[config.mk]
export PLATFORM = sky130hd
export DESIGN_NAME = fpd_controller
export DESIGN_NICKNAME = d
export VERILOG_FILES = /design/src/hdl/fpd_pkg.sv /design/src/hdl/fpd_controller.sv
export SDC_FILE = /design/constraint.sdc
export NUM_CORES = 1
export LEC_CHECK = 0
export BUFFER_PORTS_ARGS = -buffer_cell sky130_fd_sc_hd__buf_2
export CAP_MARGIN = 20
export CELL_PAD_IN_SITES_DETAIL_PLACEMENT = 0
export CELL_PAD_IN_SITES_GLOBAL_PLACEMENT = 1
export CORE_MARGIN = 8
export CORE_UTILIZATION = 30
export DETAILED_ROUTE_END_ITERATION = 7
export PLACE_DENSITY_LB_ADDON = 0.2
export SLEW_MARGIN = 20
export SYNTH_ARGS = -nofsm -noshare
export SYNTH_HDL_FRONTEND = slang
export SYNTH_SLANG_ARGS = --single-unit
[constraint.sdc]
create_clock -name clk -period 1.35 [get_ports clk]
set_input_delay 0.405 -clock clk [delete_from_list [all_inputs] [get_ports clk]]
set_output_delay 0.405 -clock clk [all_outputs]
set_load 0.005 [all_outputs]
[src/hdl/fpd_pkg.sv]
// Package for the flight phase detector: sizes, codes and control structs.
`timescale 1ns / 1ps

package fpd_pkg;

    localparam int WINDOW        = 16;
    localparam int APOGEE_WINDOW = 64;

    localparam int SAMPLE_W = 16;
    localparam int APOGEE_W = 15;
    localparam int PHASE_W  = 2;

    localparam int WPOS_W   = (WINDOW > 1) ? $clog2(WINDOW) : 1;
    localparam int APOS_W   = (APOGEE_WINDOW > 1) ? $clog2(APOGEE_WINDOW) : 1;
    localparam int SUM_W    = SAMPLE_W + $clog2(WINDOW);
    localparam int SQ_W     = 2 * SAMPLE_W - 1;
    localparam int SQ_SUM_W = SQ_W + $clog2(WINDOW);
    localparam int CMP_W    = 32;
    localparam int SPREAD_W = 48;

    localparam int CFG_IDX_W  = 2;
    localparam int CFG_DATA_W = 16;

    localparam logic [CFG_IDX_W-1:0] CFG_BURN_ALT       = 2'd0;
    localparam logic [CFG_IDX_W-1:0] CFG_DESCENT_LIMIT  = 2'd1;
    localparam logic [CFG_IDX_W-1:0] CFG_SPREAD_LIMIT   = 2'd2;

    localparam logic signed [SAMPLE_W-1:0] BURNOUT_RESET = 16'sd500;
    localparam logic signed [SAMPLE_W-1:0] DESCENT_RESET = 16'sd0;
    localparam logic [SAMPLE_W-1:0]        SPREAD_RESET  = 16'd2;

    typedef enum logic [PHASE_W-1:0] {
        PH_LANDED  = 2'd0,
        PH_COAST   = 2'd1,
        PH_DESCEND = 2'd2
    } phase_t;

    typedef struct packed {
        logic   in_open;
        logic   load;
        logic   square;
        logic   scan_start;
        logic   scan_step;
        logic   latch_apogee;
        logic   phase_we;
        phase_t phase_val;
        logic   emit;
    } fpd_cmd_t;

    typedef struct packed {
        logic   in_fire;
        logic   alt_above;
        logic   vel_below;
        logic   vel_above;
        logic   spread_below;
        logic   scan_last;
        logic   out_free;
        phase_t phase;
    } fpd_status_t;

endpackage

[src/hdl/fpd_controller.sv]
// Controller: sequences load, square, decide, apogee scan and result issue.
`timescale 1ns / 1ps

module fpd_controller
    import fpd_pkg::*;
(
    input  logic        clk,
    input  logic        rst_n,
    input  fpd_status_t status,
    output fpd_cmd_t    cmd
);

    typedef enum logic [6:0] {
        S_IDLE     = 7'b0000001,
        S_LOAD     = 7'b0000010,
        S_SQUARE   = 7'b0000100,
        S_EVAL     = 7'b0001000,
        S_SCAN     = 7'b0010000,
        S_SCAN_END = 7'b0100000,
        S_EMIT     = 7'b1000000
    } state_t;

    state_t state_reg;
    state_t state_next;

    always_ff @(posedge clk or negedge rst_n)
    begin
        if (!rst_n)
            state_reg <= S_IDLE;
        else
            state_reg <= state_next;
    end

    always_comb
    begin
        cmd        = '0;
        state_next = state_reg;
        unique case (state_reg)
            S_IDLE:
            begin
                cmd.in_open = 1'b1;
                if (status.in_fire)
                    state_next = S_LOAD;
            end
            S_LOAD:
            begin
                cmd.load   = 1'b1;
                state_next = S_SQUARE;
            end
            S_SQUARE:
            begin
                cmd.square = 1'b1;
                state_next = S_EVAL;
            end
            S_EVAL:
            begin
                state_next = S_EMIT;
                unique case (status.phase)
                    PH_COAST:
                    begin
                        if (status.vel_below)
                        begin
                            cmd.scan_start = 1'b1;
                            state_next     = S_SCAN;
                        end
                    end
                    PH_DESCEND:
                    begin
                        priority if (status.vel_above)
                        begin
                            cmd.phase_we  = 1'b1;
                            cmd.phase_val = PH_COAST;
                        end
                        else if (status.spread_below)
                        begin
                            cmd.phase_we  = 1'b1;
                            cmd.phase_val = PH_LANDED;
                        end
                    end
                    default:
                    begin
                        cmd.phase_we  = 1'b1;
                        cmd.phase_val = status.alt_above ? PH_COAST : PH_LANDED;
                    end
                endcase
            end
            S_SCAN:
            begin
                cmd.scan_step = 1'b1;
                if (status.scan_last)
                    state_next = S_SCAN_END;
            end
            S_SCAN_END:
            begin
                cmd.latch_apogee = 1'b1;
                cmd.phase_we     = 1'b1;
                cmd.phase_val    = PH_DESCEND;
                state_next       = S_EMIT;
            end
            S_EMIT:
            begin
                if (status.out_free)
                begin
                    cmd.emit   = 1'b1;
                    state_next = S_IDLE;
                end
            end
            default:
                state_next = S_IDLE;
        endcase
    end

endmodule

== After elaboration in Yosys (flattened, before gate mapping) ==
Cells that the tools add are included.
Word-level totals
  flip-flop bits (word level): 7
  bits of input ports: 11
  output and inout bits: 10
  word-level logic and storage cells: 35
Cells by class
  equal/unequal tests: 12
  mux-type cells: 21
  reduce and logical (&&, ||, !) cells: 1
Operators by type and width (number)
  $pmux 7 s7: 1
  $mux 7: 5
  $pmux 3 s2: 2
  $mux 1: 11
  $eq 7x1->1 const B: 1
  $eq 7x2->1 const B: 1
  $eq 7x3->1 const B: 1
  $eq 7x4->1 const B: 1
  $eq 7x5->1 const B: 1
  $eq 7x6->1 const B: 1
  $eq 7x7->1 const B: 1
  $mux 3: 2
  $ne 2x2->1 const B: 3
  $reduce_and 3->1: 1
  $eq 2x1->1 const B: 1
  $eq 2x2->1 const B: 1

== Depth between registers and ports, before layout ==
  depth in word-level cells: 4
  gate-level depth with buffers: 6
  gate-level depth less buffers: 6

== Worst setup path after synthesis ==
No wires, ideal clock.
  path type: register -> output
  start point: reg state_reg[3]
  end point: out cmd[0] (netlist name)
  arrival: 1.052 ns
  required time: 0.945 ns
  setup slack: -0.107 ns
  cell stages (with the launch flop): 4
  buffers on the path: 0
  cell sequence: dfrtp_1 > nor3_1 > nand2_1 > nor3_1
RTL lines
  start: declaration: RTL line fpd_controller.sv:23  | state_t state_reg;
  start signal: assignment: RTL line fpd_controller.sv:31  | state_reg <= state_next;
  end: declaration: RTL line fpd_controller.sv:10  | output fpd_cmd_t cmd

==> reports/metrics.cfg <==
[global_routing]
globalRouteOverflowTotal=0
global_route_wire_length_before_repair_um=2677
largest_net_degree_at_the_start_of_global_routing=8
antenna_found_initial=0
grt_pass1_vias=660
grt_use_total=0.09840

[finish]
finish.net_count=121
final_core_utilization=0.5391
largest_register_ffs=7
final_cell_count_no_fill=132
post_route_cells_drive_above_1_share=0.5981
n_antenna_cell=0
areaGrowthSynthToFinish_pct=70.64

[drt]
detail-route-antenna-nets=0
wl_per_cell_um=12.01
dr.first_iter.drc_count=3
drtPass1Iterations=4
drt-vias-per-instance=4.667
vias=616
wl_um=1585
route.detailed.drc=0

[worst_setup_path]
endpoint=cmd[7]
worst_setup_startpoint=state_reg[5]$_DFFE_PN0P_
timing_worst_setup_path_type=flip-flop to primary output
cp_endpoint_kind=primary output
setup.reg_to_reg.worst_slack_ns=-0.25
timing.critical_path.max_delay_family=flip-flops
timing.rr.start=state_reg[2]$_DFFE_PN0P_
cp_slowest_cell=dfrtp_2
critical_path_arrival_ns=1.35
count_of_buffer_and_inverter_cells_on_the_critical_path=2
path_depth=4
crit_required_ns=0.95
r2r.worst_path.cells=6
max_stage_delay_ns=0.46
path_cells=nor3_2 > buf_4 > and4b_1 > buf_2
worst_setup_path_start_kind=flip-flop
critical_path.reg2reg.endpoint=state_reg[0]$_DFFE_PN1P_
crit_fanout=5

[power]
p_switching_w=0.0004531
clock_power_share=0.157
power_density_nw_per_um2=1358
peakVddDrop_v=0.0006899
p_leak_nw=0.4842
power.share.combinational=0.588
power.internal_w=0.0008109
power.share.sequential=0.255
power.share.switching=0.3585

[timing]
hold_viol=0
timing.final.max_slew_violations=0
setup_viol=12
worst_pin_slew_ns=0.2516
holdWs_ns=0.4097
timing.clock.skew_ns=0.006130
finalCriticalPeriod_ns=1.753
timing.setup.tns_ns=-3.880
max_slew_margin=0.8316
fmax_mhz=570.6
fin_crit_sh=1.298
grt_setup_unrepaired=true
finalWorstSetupSlack_ns=-0.4026

[floorplan]
die-area_um2=3439
die_h_um=58.64
io_count=21
initial_utilization=0.3159
floorplan.core_area_um2=1727
die_w_um=58.64
rows=15

[place]
detailedPlacementHpwl_um=1205
placed_cells=120
gp_congestion=0.7372
placement.io_buffers=20

[clock_tree]
path_clk_slew_ns=0.06
clk_root_buffer_cell=clkbuf_4
tritoncts_clock_tree=built
cts.sinks=7
clk_latency_ns=0.26
clk_path_buf_depth=2
cts_max_level=1
cts_made_buffers=3

[yosys]
synth_edf_count=0
post_synth_num_cell_types=30
yosys_synthesis_warning_count=0
async_flop_share=1.000
post_synth.cell_area_avg_um2=8.943
synth_nets=74
synth_flop_cell=dfrtp_1
ys_seq_elements=7
synth_area_um2=545.5
synth_sequential_area_ratio=0.3234
synth_cells=61

[outcome]
status=finished with violations
failed_checks=setup timing

[job]
maxCapViolations=0

[min_path]
timing.hold.worst.class=primary input to flip-flop

-- through the flow --
stage	area, um2	setup WS (ns)	power (W)
final	930.9	-0.4026	0.001264
after global placement	787.0	-0.2140	0.0009225
after global routing	930.9	-0.4953	0.001364
after detailed placement	787.0	-0.2279	0.0009218
after floorplan	561.8	-0.02363	0.0007110
after CTS	877.1	-0.4007	0.001211
-- Yosys cell counts, drive strengths merged, types with 2 or more instances --
| cell type | number | area share |
|---|---|---|
| nor3b | 3 | 0.050 |
| dfrtp | 6 | 0.28 |
| nor2 | 8 | 0.069 |
| inv | 5 | 0.034 |
| and4b | 2 | 0.037 |
| ha | 2 | 0.046 |
| buf | 3 | 0.055 |
| o21ai | 3 | 0.028 |
| nand2b | 3 | 0.034 |
| xor2 | 2 | 0.032 |
| nor3 | 4 | 0.046 |
| o22ai | 2 | 0.023 |
| nand2 | 4 | 0.028 |
| nand4 | 2 | 0.023 |
-- power groups by stage --
stage | Sequential (W) | Clock, W | Combinational [W]
2_1_floorplan | 0.000296 | 0 | 0.000415
5_1_grt | 0.000331 | 0.000226 | 0.000807
3_3_place_gp | 0.000317 | 0 | 0.000606
4_1_cts | 0.000323 | 0.000202 | 0.000686
6_report | 0.000323 | 0.000198 | 0.000743
3_5_place_dp | 0.000317 | 0 | 0.000604
-- cell type report --
type	count	area [um2]
inverters	5	18.77
well taps	25	31.28
flip-flops and latches	7	180.2
clock buffers	4	26.28
repair buffers	45	301.5
multi-input cells	46	372.9
fillers	179	795.8
-- placed cells by master (no fill, tap or decap), types with 2 or more instances in the layout --
cell type / instances
dfrtp_2: 3
inv_1: 4
nand4_1: 2
clkbuf_4: 3
o21ai_0: 2
buf_4: 21
nor3_1: 2
and4b_1: 2
nor3b_2: 2
nand2_1: 3
dfrtp_1: 3
nand2b_1: 2
xor2_1: 2
buf_6: 3
nor2_1: 5
ha_1: 2
nor2_2: 2
buf_2: 20
-- how the worst min path moves through the flow --
stage | from | to | slack, ns | depth (start not counted)
floorplan | rst_n | state_reg[1]$_DFFE_PN0P_ | 0.11 | 0
global placement | rst_n | state_reg[5]$_DFFE_PN0P_ | 0.25 | 1
detailed placement | rst_n | state_reg[5]$_DFFE_PN0P_ | 0.26 | 1
CTS | status[8] | state_reg[1]$_DFFE_PN0P_ | 0.39 | 2
global route | status[3] | state_reg[4]$_DFFE_PN0P_ | 0.41 | 2
finish | status[3] | state_reg[4]$_DFFE_PN0P_ | 0.41 | 2
-- layer usage --
metal | track usage | vias to the layer above | wire (um)
met5 | 0 | - | 0
met4 | 0.05119 | 0 | 21
met3 | 0.01957 | 2 | 67
met2 | 0.1654 | 18 | 788
met1 | 0.1149 | 285 | 708
li1 | - | 311 | -
-- cell families (layout without fill, tap and decap cells) --
kind of cell               count (synthesis)  count (layout)  synth area share
AOI/OAI and AO/OA                         11              11            0.1399
xor gates and xnor gates                   2               2           0.03212
adders and majority gates                  2               2           0.04586
buffers and inverters                      8              54           0.08946
DFF                                        7               7            0.3234
muxes                                      1               1           0.01835
and+or+nand+nor                           30              30            0.3509
-- timing repair --
action                     in CTS  in global routing
setup buffers                   5                  3
gates resized for setup         6                  7
hold buffers                    1                  0
pin swaps                       8                  9
setup endpoints to repair      12                 13
hold endpoints to repair        6                  0
Note: power is estimated with default switching activity, not from simulation.
